$ cat src/hdl/nirdec_pkg.sv
// Shared types, constants and a helper function of the NEC IR frame decoder.
package nirdec_pkg;

    localparam int TIME_W      = 32;
    localparam int WIN_W       = 16;
    localparam int BYTE_W      = 8;
    localparam int FRAME_BITS  = 32;
    localparam int CNT_W       = $clog2(FRAME_BITS + 1);
    localparam int CFG_IDX_W   = 3;
    localparam int CFG_DATA_W  = 16;
    localparam int QUEUE_DEPTH = 2;

    localparam logic [WIN_W-1:0] LEADER_LOW_RST  = 16'd13000;
    localparam logic [WIN_W-1:0] LEADER_HIGH_RST = 16'd14000;
    localparam logic [WIN_W-1:0] ZERO_LOW_RST    = 16'd1100;
    localparam logic [WIN_W-1:0] ZERO_HIGH_RST   = 16'd1200;
    localparam logic [WIN_W-1:0] ONE_LOW_RST     = 16'd2200;
    localparam logic [WIN_W-1:0] ONE_HIGH_RST    = 16'd2300;

    typedef enum logic [CFG_IDX_W-1:0] {
        CFG_LEADER_LOW  = 3'd0,
        CFG_LEADER_HIGH = 3'd1,
        CFG_ZERO_LOW    = 3'd2,
        CFG_ZERO_HIGH   = 3'd3,
        CFG_ONE_LOW     = 3'd4,
        CFG_ONE_HIGH    = 3'd5,
        CFG_IND_ENABLE  = 3'd6
    } t_cfg_index;

    typedef struct packed {
        logic [WIN_W-1:0] leader_low;
        logic [WIN_W-1:0] leader_high;
        logic [WIN_W-1:0] zero_low;
        logic [WIN_W-1:0] zero_high;
        logic [WIN_W-1:0] one_low;
        logic [WIN_W-1:0] one_high;
    } t_windows;

    typedef enum logic [1:0] {
        BIT_NONE = 2'd0,
        BIT_ZERO = 2'd1,
        BIT_ONE  = 2'd2
    } t_bit_class;

    // Classified interval handed from the front end to the frame engine.
    typedef struct packed {
        logic       leader;
        t_bit_class bit_class;
    } t_edge_class;

    localparam int CLASS_W = $bits(t_edge_class);

    typedef enum logic {
        RX_IDLE = 1'b0,
        RX_DATA = 1'b1
    } t_rx_state;

    function automatic logic [BYTE_W-1:0] rev8(input logic [BYTE_W-1:0] b);
        logic [BYTE_W-1:0] r;
        for (int i = 0; i < BYTE_W; i++) begin
            r[i] = b[BYTE_W-1-i];
        end
        return r;
    endfunction

endpackage

$ cat src/hdl/nec_ir_frame_decoder_unit.sv
// NEC IR frame decoder top level: configuration registers and front/back assembly.
//
// Feed the timestamp of every falling edge of the demodulated IR signal as one
// input beat; each beat yields exactly one result beat. The interval since the
// previous edge (32-bit wrapping difference) starts a frame when it lies
// strictly inside the leader window, and while a frame is open it shifts in a
// zero or one bit when inside the zero or one window (zero wins on overlap);
// anything else drops the frame. After 32 bits the result carries frame_done,
// the raw code (first bit in the MSB), the bit-reversed address, command and
// their check bytes, and frame_ok when each byte shares no set bit with its
// check byte; on other edges those fields are zero. Every edge time is
// recorded, so the next interval is always measured from the latest edge.
// Repeat codes are not decoded. The block takes one edge per clock cycle while
// the queue has room: the front end subtracts and compares in the cycle it
// accepts a beat and pushes the classification into a two-entry queue; unless
// the output stalls, the frame engine pops one entry a cycle into the result
// register, and the input only stalls once the queue fills behind a stalled
// output. Write the window registers and indicator enable only while no beat
// is in flight; the configuration port is always ready and ignores index 7.
module nec_ir_frame_decoder_unit #(
    parameter int QUEUE_DEPTH = nirdec_pkg::QUEUE_DEPTH
) (
    input  logic                                i_clk,
    input  logic                                i_rst_n,
    // Edge channel
    input  logic                                i_in_valid,
    output logic                                o_in_stall,
    input  logic [nirdec_pkg::TIME_W-1:0]       i_edge_time,
    // Result channel
    output logic                                o_out_valid,
    input  logic                                i_out_stall,
    output logic                                o_receiving_indicator,
    output logic                                o_frame_done,
    output logic                                o_frame_ok,
    output logic [nirdec_pkg::FRAME_BITS-1:0]   o_raw_code,
    output logic [nirdec_pkg::BYTE_W-1:0]       o_address,
    output logic [nirdec_pkg::BYTE_W-1:0]       o_address_check,
    output logic [nirdec_pkg::BYTE_W-1:0]       o_command,
    output logic [nirdec_pkg::BYTE_W-1:0]       o_command_check,
    // Configuration write channel
    input  logic                                i_cfg_valid,
    output logic                                o_cfg_ready,
    input  logic [nirdec_pkg::CFG_IDX_W-1:0]    i_cfg_index,
    input  logic [nirdec_pkg::CFG_DATA_W-1:0]   i_cfg_data
);
    import nirdec_pkg::*;

    t_windows    r_windows;
    logic        r_ind_enable;
    logic        w_in_accept;
    logic        w_queue_full;
    logic        w_queue_empty;
    logic        w_queue_pop;
    t_edge_class w_front_class;
    t_edge_class w_back_class;

    assign o_cfg_ready = 1'b1;
    assign w_in_accept = i_in_valid && !w_queue_full;
    assign o_in_stall  = w_queue_full;

    // Configuration registers; unknown indexes are dropped.
    always_ff @(posedge i_clk) begin
        if (!i_rst_n) begin
            r_windows.leader_low  <= LEADER_LOW_RST;
            r_windows.leader_high <= LEADER_HIGH_RST;
            r_windows.zero_low    <= ZERO_LOW_RST;
            r_windows.zero_high   <= ZERO_HIGH_RST;
            r_windows.one_low     <= ONE_LOW_RST;
            r_windows.one_high    <= ONE_HIGH_RST;
            r_ind_enable          <= 1'b0;
        end else if (i_cfg_valid && o_cfg_ready) begin
            case (t_cfg_index'(i_cfg_index))
                CFG_LEADER_LOW:  r_windows.leader_low  <= i_cfg_data;
                CFG_LEADER_HIGH: r_windows.leader_high <= i_cfg_data;
                CFG_ZERO_LOW:    r_windows.zero_low    <= i_cfg_data;
                CFG_ZERO_HIGH:   r_windows.zero_high   <= i_cfg_data;
                CFG_ONE_LOW:     r_windows.one_low     <= i_cfg_data;
                CFG_ONE_HIGH:    r_windows.one_high    <= i_cfg_data;
                CFG_IND_ENABLE:  r_ind_enable          <= i_cfg_data[0];
                default: begin
                end
            endcase
        end
    end

    nirdec_front u_front (
        .i_clk       (i_clk),
        .i_rst_n     (i_rst_n),
        .i_accept    (w_in_accept),
        .i_edge_time (i_edge_time),
        .i_windows   (r_windows),
        .o_class     (w_front_class)
    );

    nirdec_queue #(
        .WIDTH (CLASS_W),
        .DEPTH (QUEUE_DEPTH)
    ) u_queue (
        .i_clk   (i_clk),
        .i_rst_n (i_rst_n),
        .i_push  (w_in_accept),
        .i_data  (w_front_class),
        .o_full  (w_queue_full),
        .i_pop   (w_queue_pop),
        .o_data  (w_back_class),
        .o_empty (w_queue_empty)
    );

    nirdec_back u_back (
        .i_clk                 (i_clk),
        .i_rst_n               (i_rst_n),
        .i_class_valid         (!w_queue_empty),
        .i_class               (w_back_class),
        .o_class_pop           (w_queue_pop),
        .i_indicator_enable    (r_ind_enable),
        .o_out_valid           (o_out_valid),
        .i_out_stall           (i_out_stall),
        .o_receiving_indicator (o_receiving_indicator),
        .o_frame_done          (o_frame_done),
        .o_frame_ok            (o_frame_ok),
        .o_raw_code            (o_raw_code),
        .o_address             (o_address),
        .o_address_check       (o_address_check),
        .o_command             (o_command),
        .o_command_check       (o_command_check)
    );

endmodule

$ cat src/hdl/nirdec_queue.sv
// Small register-based FIFO between the interval classifier and the frame engine.
module nirdec_queue #(
    parameter int WIDTH = 3,
    parameter int DEPTH = 2
) (
    input  logic             i_clk,
    input  logic             i_rst_n,
    input  logic             i_push,
    input  logic [WIDTH-1:0] i_data,
    output logic             o_full,
    input  logic             i_pop,
    output logic [WIDTH-1:0] o_data,
    output logic             o_empty
);
    localparam int PTR_W = (DEPTH > 1) ? $clog2(DEPTH) : 1;
    localparam int CNT_W = $clog2(DEPTH + 1);
    localparam logic [PTR_W-1:0] LAST_PTR = PTR_W'(DEPTH - 1);

    logic [WIDTH-1:0] r_mem [DEPTH];
    logic [PTR_W-1:0] r_wr_ptr, n_wr_ptr;
    logic [PTR_W-1:0] r_rd_ptr, n_rd_ptr;
    logic [CNT_W-1:0] r_count, n_count;

    assign o_full  = (r_count == CNT_W'(DEPTH));
    assign o_empty = (r_count == '0);
    assign o_data  = r_mem[r_rd_ptr];

    always_comb begin
        n_wr_ptr = r_wr_ptr;
        n_rd_ptr = r_rd_ptr;
        n_count  = r_count;
        if (i_push) begin
            n_wr_ptr = (r_wr_ptr == LAST_PTR) ? '0 : r_wr_ptr + PTR_W'(1);
        end
        if (i_pop) begin
            n_rd_ptr = (r_rd_ptr == LAST_PTR) ? '0 : r_rd_ptr + PTR_W'(1);
        end
        if (i_push && !i_pop) begin
            n_count = r_count + CNT_W'(1);
        end else if (!i_push && i_pop) begin
            n_count = r_count - CNT_W'(1);
        end
    end

    always_ff @(posedge i_clk) begin
        if (!i_rst_n) begin
            r_wr_ptr <= '0;
            r_rd_ptr <= '0;
            r_count  <= '0;
        end else begin
            r_wr_ptr <= n_wr_ptr;
            r_rd_ptr <= n_rd_ptr;
            r_count  <= n_count;
        end
    end

    always_ff @(posedge i_clk) begin
        if (i_push) begin
            r_mem[r_wr_ptr] <= i_data;
        end
    end

endmodule

$ cat src/hdl/nirdec_front.sv
// Front end: measures the edge interval and classifies it against the windows.
module nirdec_front (
    input  logic                                i_clk,
    input  logic                                i_rst_n,
    input  logic                                i_accept,
    input  logic [nirdec_pkg::TIME_W-1:0]       i_edge_time,
    input  nirdec_pkg::t_windows                i_windows,
    output nirdec_pkg::t_edge_class             o_class
);
    import nirdec_pkg::*;

    logic [TIME_W-1:0] r_last_time;
    logic [TIME_W-1:0] w_diff;
    logic              w_in_zero;
    logic              w_in_one;

    // Wrapping subtraction handles timer rollover.
    assign w_diff = i_edge_time - r_last_time;

    assign w_in_zero = (w_diff > TIME_W'(i_windows.zero_low))
                    && (w_diff < TIME_W'(i_windows.zero_high));
    assign w_in_one  = (w_diff > TIME_W'(i_windows.one_low))
                    && (w_diff < TIME_W'(i_windows.one_high));

    always_comb begin
        o_class.leader = (w_diff > TIME_W'(i_windows.leader_low))
                      && (w_diff < TIME_W'(i_windows.leader_high));
        // Zero wins where the bit windows overlap.
        if (w_in_zero) begin
            o_class.bit_class = BIT_ZERO;
        end else if (w_in_one) begin
            o_class.bit_class = BIT_ONE;
        end else begin
            o_class.bit_class = BIT_NONE;
        end
    end

    // Record every edge, also ones that abort or complete a frame.
    always_ff @(posedge i_clk) begin
        if (!i_rst_n) begin
            r_last_time <= '0;
        end else if (i_accept) begin
            r_last_time <= i_edge_time;
        end
    end

endmodule

$ cat src/hdl/nirdec_back.sv
// Frame engine: tracks reception, shifts bits in and registers one result per edge.
module nirdec_back (
    input  logic                                i_clk,
    input  logic                                i_rst_n,
    input  logic                                i_class_valid,
    input  nirdec_pkg::t_edge_class             i_class,
    output logic                                o_class_pop,
    input  logic                                i_indicator_enable,
    output logic                                o_out_valid,
    input  logic                                i_out_stall,
    output logic                                o_receiving_indicator,
    output logic                                o_frame_done,
    output logic                                o_frame_ok,
    output logic [nirdec_pkg::FRAME_BITS-1:0]   o_raw_code,
    output logic [nirdec_pkg::BYTE_W-1:0]       o_address,
    output logic [nirdec_pkg::BYTE_W-1:0]       o_address_check,
    output logic [nirdec_pkg::BYTE_W-1:0]       o_command,
    output logic [nirdec_pkg::BYTE_W-1:0]       o_command_check
);
    import nirdec_pkg::*;

    localparam logic [CNT_W-1:0] LAST_BIT = CNT_W'(FRAME_BITS - 1);

    t_rx_state             r_state, n_state;
    logic [CNT_W-1:0]      r_bit_count, n_bit_count;
    logic [FRAME_BITS-1:0] r_shift_code, n_shift_code;
    logic                  r_out_valid, n_out_valid;
    logic                  w_pop;
    logic                  w_is_bit;
    logic                  w_done;
    logic [FRAME_BITS-1:0] w_code;
    logic [BYTE_W-1:0]     w_adr, w_adr_c, w_cmd, w_cmd_c;

    assign w_pop       = i_class_valid && (!r_out_valid || !i_out_stall);
    assign o_class_pop = w_pop;
    assign o_out_valid = r_out_valid;
    assign w_is_bit    = (i_class.bit_class != BIT_NONE);

    // Next state.
    always_comb begin
        n_state = r_state;
        case (r_state)
            RX_IDLE: begin
                if (i_class.leader) begin
                    n_state = RX_DATA;
                end
            end
            RX_DATA: begin
                if (!w_is_bit || r_bit_count == LAST_BIT) begin
                    n_state = RX_IDLE;
                end
            end
            default: n_state = RX_IDLE;
        endcase
    end

    // Datapath and result decode.
    always_comb begin
        n_bit_count  = r_bit_count;
        n_shift_code = r_shift_code;
        w_done       = 1'b0;
        case (r_state)
            RX_IDLE: begin
                if (i_class.leader) begin
                    n_bit_count  = '0;
                    n_shift_code = '0;
                end
            end
            RX_DATA: begin
                if (w_is_bit) begin
                    n_bit_count  = r_bit_count + CNT_W'(1);
                    n_shift_code = {r_shift_code[FRAME_BITS-2:0],
                                    (i_class.bit_class == BIT_ONE)};
                    w_done       = (r_bit_count == LAST_BIT);
                end
            end
            default: begin
                n_bit_count = '0;
            end
        endcase
        w_code  = w_done ? n_shift_code : '0;
        w_adr   = rev8(w_code[31:24]);
        w_adr_c = rev8(w_code[23:16]);
        w_cmd   = rev8(w_code[15:8]);
        w_cmd_c = rev8(w_code[7:0]);
    end

    always_comb begin
        if (w_pop) begin
            n_out_valid = 1'b1;
        end else if (i_out_stall) begin
            n_out_valid = r_out_valid;
        end else begin
            n_out_valid = 1'b0;
        end
    end

    always_ff @(posedge i_clk) begin
        if (!i_rst_n) begin
            r_state      <= RX_IDLE;
            r_bit_count  <= '0;
            r_shift_code <= '0;
            r_out_valid  <= 1'b0;
        end else begin
            r_out_valid <= n_out_valid;
            if (w_pop) begin
                r_state      <= n_state;
                r_bit_count  <= n_bit_count;
                r_shift_code <= n_shift_code;
            end
        end
    end

    // Result register; holds while the downstream side stalls.
    always_ff @(posedge i_clk) begin
        if (w_pop) begin
            o_receiving_indicator <= (n_state == RX_DATA) && i_indicator_enable;
            o_frame_done          <= w_done;
            o_frame_ok            <= w_done && ((w_adr & w_adr_c) == '0)
                                            && ((w_cmd & w_cmd_c) == '0);
            o_raw_code            <= w_code;
            o_address             <= w_adr;
            o_address_check       <= w_adr_c;
            o_command             <= w_cmd;
            o_command_check       <= w_cmd_c;
        end
    end

endmodule
$ cat config.mk
export PLATFORM = sky130hd
export DESIGN_NAME = nec_ir_frame_decoder_unit
export DESIGN_NICKNAME = d
export VERILOG_FILES = /design/src/hdl/nirdec_pkg.sv /design/src/hdl/nec_ir_frame_decoder_unit.sv /design/src/hdl/nirdec_queue.sv /design/src/hdl/nirdec_front.sv /design/src/hdl/nirdec_back.sv
export SDC_FILE = /design/constraint.sdc
export NUM_CORES = 1
export LEC_CHECK = 0
export ABC_CLOCK_PERIOD_IN_PS = 5300
export BUFFER_PORTS_ARGS = -buffer_cell sky130_fd_sc_hd__buf_2
export CAP_MARGIN = 20
export CORE_UTILIZATION = 43
export CTS_CLUSTER_SIZE = 40
export DETAILED_ROUTE_END_ITERATION = 6
export GPL_ROUTABILITY_DRIVEN = 0
export SYNTH_ARGS = -nofsm -noshare
export SYNTH_HDL_FRONTEND = slang
export SYNTH_HIERARCHICAL = 1
export SYNTH_SLANG_ARGS = --single-unit
$ cat constraint.sdc
create_clock -name i_clk -period 5.3 [get_ports i_clk]
set_input_delay 0.265 -clock i_clk [delete_from_list [all_inputs] [get_ports i_clk]]
set_output_delay 0.265 -clock i_clk [all_outputs]
set_load 0.005 [all_outputs]
# Word-level counts from Yosys, hierarchy flattened
# Memory sizes are Yosys's and may differ from the RTL's. A register that Yosys moved wholly into a read port is not among the register bits.
# Cells that the tools add are included.
dict set report word_totals {
  latchBits 0
  reg_bits 240
  output_inout_bits 70
  ramBits 6
  word_cells 108
  rom_bits 0
  in_bits 56
  memories 1
}
dict set report classes {
  n_div 0
  add_sub_neg 6
  n_eq_ne 12
  n_bitwise 3
  muxes 24
  n_shift 0
  reduce_logical 33
  mul 0
  order_cmp 6
}
# memory words word_bits read_ports rd_clocked_by_memory_dff write_ports line
set memory_table {}
lappend memory_table {u_queue.r_mem 2 3 1 1 1 nirdec_queue.sv:19} ;# logic [WIDTH-1:0] r_mem [DEPTH];
# cell n
set op_table {}
lappend op_table {{32-bit by 16-bit greater-than comparator with 1-bit output} 3}
lappend op_table {{32-bit by 16-bit < comparator with 1-bit output} 3}
lappend op_table {{32-bit 2-to-1 mux} 3}
lappend op_table {{32-bit case mux with 2 select lines} 1}
lappend op_table {{32-bit subtractor} 1}
lappend op_table {{8-bit bitwise AND} 2}
lappend op_table {{8-bit logical NOT} 2}
lappend op_table {{2-bit AND reduction} 7}
lappend op_table {{1-bit 2-to-1 mux} 12}
lappend op_table {{6-bit 2-to-1 mux} 2}
lappend op_table {{6-bit case mux with 2 select lines} 1}
lappend op_table {{1-bit logical AND} 10}
lappend op_table {{3-bit equality test, second input constant} 3}
lappend op_table {{2-bit 2-to-1 mux} 4}
lappend op_table {{1-bit logical NOT} 7}
lappend op_table {{6-bit by 1-bit adder with 6-bit output, second input constant} 1}
lappend op_table {{3-bit by 2-bit equality test with 1-bit output, second input constant} 2}
lappend op_table {{6-bit by 5-bit equality test with 1-bit output, second input constant} 1}
lappend op_table {{2-bit equality test, second input constant} 2}
lappend op_table {{2-bit by 1-bit inequality test with 1-bit output, second input constant} 2}
lappend op_table {{2-bit nonzero test} 2}
lappend op_table {{3-bit by 1-bit equality test with 1-bit output, second input constant} 1}
lappend op_table {{3-bit logical NOT} 1}
lappend op_table {{3-bit AND reduction} 1}
lappend op_table {{other kinds (8)} 10}

# Longest topological paths before layout
dict set report logic_depth {
  depth_word 8
  depth_mapped 20
  ltp_nobuf 20
}

# Modules after synthesis
# The synthesis kept the hierarchy.
# module area_each_um2 cells_per_inst n_inst
set by_module_without_submodules {}
lappend by_module_without_submodules {nirdec_front 5691.7 757 1}
lappend by_module_without_submodules {nirdec_back 3882.5 376 1}
lappend by_module_without_submodules {nec_ir_frame_decoder_unit 3741.1 357 1}
lappend by_module_without_submodules {nirdec_queue 432.9 31 1}

# Worst setup path after synthesis
# No wires, ideal clock.
dict set report synth_path {
  path_kind {register -> register}
  start {register u_front.r_last_time[3]}
  end {memory u_queue.r_mem[0][2], data pin}
  setup_time_ns 0.269
  path_slack_ns 1.460
  required_ns 5.031
  n_path_buf 0
  arrival_ns 3.571
  stages_incl_launch_ff 21
  path_cell_list {dfxtp_1 inv_1 ha_1 a21o_1 a21oi_1 nand2_1 a21o_1 a21o_1 a21oi_1 o21bai_1 xor2_1 ha_1 a21o_1 a21o_1 a21oi_1 nor2b_1 o21ai_0 a21oi_1 or3_1 o2111ai_1 nor3b_2}
}
# item line
set synth_lines {}
lappend synth_lines {{start, declared} nirdec_front.sv:12} ;# logic [TIME_W-1:0] r_last_time;
lappend synth_lines {{start signal, assigned} nirdec_front.sv:43} ;# r_last_time <= i_edge_time;
lappend synth_lines {{end, declared} nirdec_queue.sv:19}

==> results by group <==
Outcome
  • Outcome: finished clean

Logic synthesis
  • Post-Syn Nets: 1704
  • Leading post-synthesis cells by cell area: dfxtp_1, ha_1, mux2i_1
  • Cell taking the most area after synthesis: dfxtp_1
  • Post-Syn Instances: 1521
  • Post-synth EDFFs: 41
  • #FFs+latches synth: around 220
  • Most common cell in the netlist: dfxtp_1
  • Top cell type's share of synthesized area: 25.3%
  • Async set-or-reset flop fraction in the synthesized netlist: 0%
  • Mapped Area: 13700 sq um
  • Avg Cell Area, Syn: about 9.0 sq um
  • Synth warnings: 6
  • Main flop type after synthesis: dfxtp_1
  • Sequential fraction of the synthesis area: 34.3%
  • Synth top cells by count: dfxtp_1, mux2i_1, inv_1
  • Synth cell types: 93

Layout
  • Nets: 1769
  • Fill count: 3043
  • Final cell count without fillers: between 2000 and 2500
  • Sequential Area: 4720 sq um
  • Diodes inserted: 0
  • Area of the multi-input gates: 7850 sq um
  • Area Overhead vs Synth: 11.1%
  • Final instance area: 15300 sq um
  • Final core occ: 48.5%
  • Layout cells sized above 1: 13.5%

Worst hold path
  • Hold Path Class: primary input to flop

STA
  • Tcrit/Tclk final: 82.5%
  • Worst Slack Setup Final: slightly above 0.9 ns
  • Clk_skew: 0.0124 ns
  • Worst relative slew slack: 26.0%
  • Pins over their slew limit: 0
  • Final setup violation count: 0
  • Final Hold Fails: 0
  • Final worst path period need: roughly 4.4 ns
  • Setup Total Neg Slack: 0 ns
  • Actual slew at the worst max-slew pin: 1.11 ns
  • Fmax: 229 MHz
  • RSZ-0062 raised after global routing: no
  • WHS: around 0.013 ns

Clock network
  • Clk slew on worst S/H paths: 0.06 ns
  • Post-CTS setup buffer count: 0
  • CTS root buf: clkbuf_16
  • CTS Buf Count: 26
  • Clock Path Buffers: 3
  • Htree depth: 1
  • TritonCTS clock tree: built
  • TritonCTS Sinks: ~220
  • Worst skew pair latency: 0.54 ns

Setup path
  • Crit Path Category: primary input to flop
  • WP data required: around 5.7 ns
  • Worst-path cell with the longest stage delay: dlygate4sd3_1
  • Critical Path Source Type: primary input
  • CP Capture Type: flop
  • CP bufs+invs: 3
  • Largest stage delay on the critical path: 0.55 ns
  • Delay-heaviest family, CP: compound AO/OA/AOI/OAI gates
  • Worst path cell trace: dlygate4sd3_1, buf_2, inv_1, ha_1, fa_1, nand2b_1, a21o_1, a21boi_0, nor2_1, o21ai_0, xor2_1, ha_1, nand4_1, nor2_1, and3_1, a41oi_1, nand2_1, a21oi_1, and4_1
  • CP arrival: 4.76 ns
  • Top fanout value on the critical path: 6

Die
  • Die ar.: 32700 sq um
  • # rows: 65
  • Die Y: 181 um
  • Top Ports: 126
  • Initial cell density of the core: 43.7%
  • Core Region: around 31000 sq um
  • Overall die width: 181 um

Power
  • Pwr Density: ~380 nW/um^2
  • Tot Pwr: 5.81 mW
  • Leakage: between 6 and 7 nW
  • Peak supply drop: 252 uV

GRT
  • Initial antenna violation count: 0
  • Total GRT Usage: 20.3%
  • First-pass GRT wire length: roughly 54 mm
  • Grt ovf: 0
  • Pin count of the biggest net entering global routing: 76
  • Vias in the first global route: approximately 10000

Routing
  • Detailed Route Iter0 Violations: 783
  • DRC: 0
  • Number of iterations in the first detailed-routing pass: 6
  • Total routed wirelength: 33.6 mm
  • Drt via density: 5.43
  • Vias: 10900
  • DRT antenna net count: 0
  • WL/cell: 16.7 um

Placement
  • Placement Setup Slack: 0.979 ns
  • Cell count after placement: 1954
  • I/O Buffers: 124
  • Detail Placement HPWL: 24.4 mm
  • Dpl cell area: 14300 sq um

Flow run
  • Max Cap Violations: 0
-- placed cells by master (no fill, tap or decap), types with 45 or more instances in the layout --
cell,synthesis,routed
dfxtp_1,174,173
mux2i_1,141,141
inv_1,137,137
nand2_1,135,135
ha_1,126,126
nor2b_1,125,124
buf_2,12,123
a21oi_1,63,63
nor2_1,60,59
o21ai_0,45,45
-- routing by layer --
layer	vias to the layer above	track usage, %	share of wire (%)
li1	5449	-	-
met2	283	32.9	44
met5	-	0	0
met1	5118	28.4	48
met4	0	5.44	2.4
met3	48	2.72	5.3
-- registers in the layout (all words and copies together) (netlist names), 2 cells and up, named ones only --
signal / count
r_windows: 96
u_back/r_shift_code: 32
u_front/r_last_time: 32
u_back/o_raw_code: 31
u_back/r_bit_count: 6
u_queue/r_mem: 6
u_queue/r_count: 2
-- repair_timing --
| item | 4_1_cts | 5_1_grt |
|---|---|---|
| hold endpoints to repair | 7 | 0 |
| resized for setup | 0 | 0 |
| hold buffers | 6 | 0 |
-- tightest hold or removal path: cells and delay by family --
family        cells  cell delay, ns
buf+inv           1            0.09
simple gates      1            0.05
mux               1            0.11
-- kinds of logic after synthesis --
kind of cell             count (synthesis)  share of synthesized area [%]
AO/OA/AOI/OAI                          306                           15.3
XOR/XNOR                                26                           1.66
adder cells (fa/ha/maj)                127                           11.6
buffers and inverters                  247                           8.72
flip-flops                             215                           34.3
multiplexers                           144                           10.5
other                                    1                         0.0273
AND/OR/NAND/NOR                        455                           17.9
-- report_power, final --
part / switching [mW] / total [mW] / internal (mW) / leakage, nW
clock: 0.718 / 1.84 / 1.12 / 0.440
sequential: 0.136 / 2.03 / 1.89 / 1.82
combinational: 1.15 / 1.94 / 0.797 / 4.35
-- final timing paths --
path,startpoint,end,slack [ns],cells past startpoint
max,i_edge_time[0],u_queue/r_mem[0][1],0.93,19
min,i_cfg_data[12],r_windows[92],0.01,3
max reg2reg,u_front/r_last_time[0],u_queue/r_mem[0][1],1.05,16
min reg2reg,r_windows[78],r_windows[78],0.46,2
-- area by class of cell --
type,instances,share of cell area (%)
multi-input cells,1059,51.4
flip-flops and latches,215,30.9
clock inverters,18,1.34
clock buffers,30,4.50
inverters,139,3.42
repair buffers,145,5.21
well taps,402,3.29
Note: power is estimated with default switching activity, not from simulation.
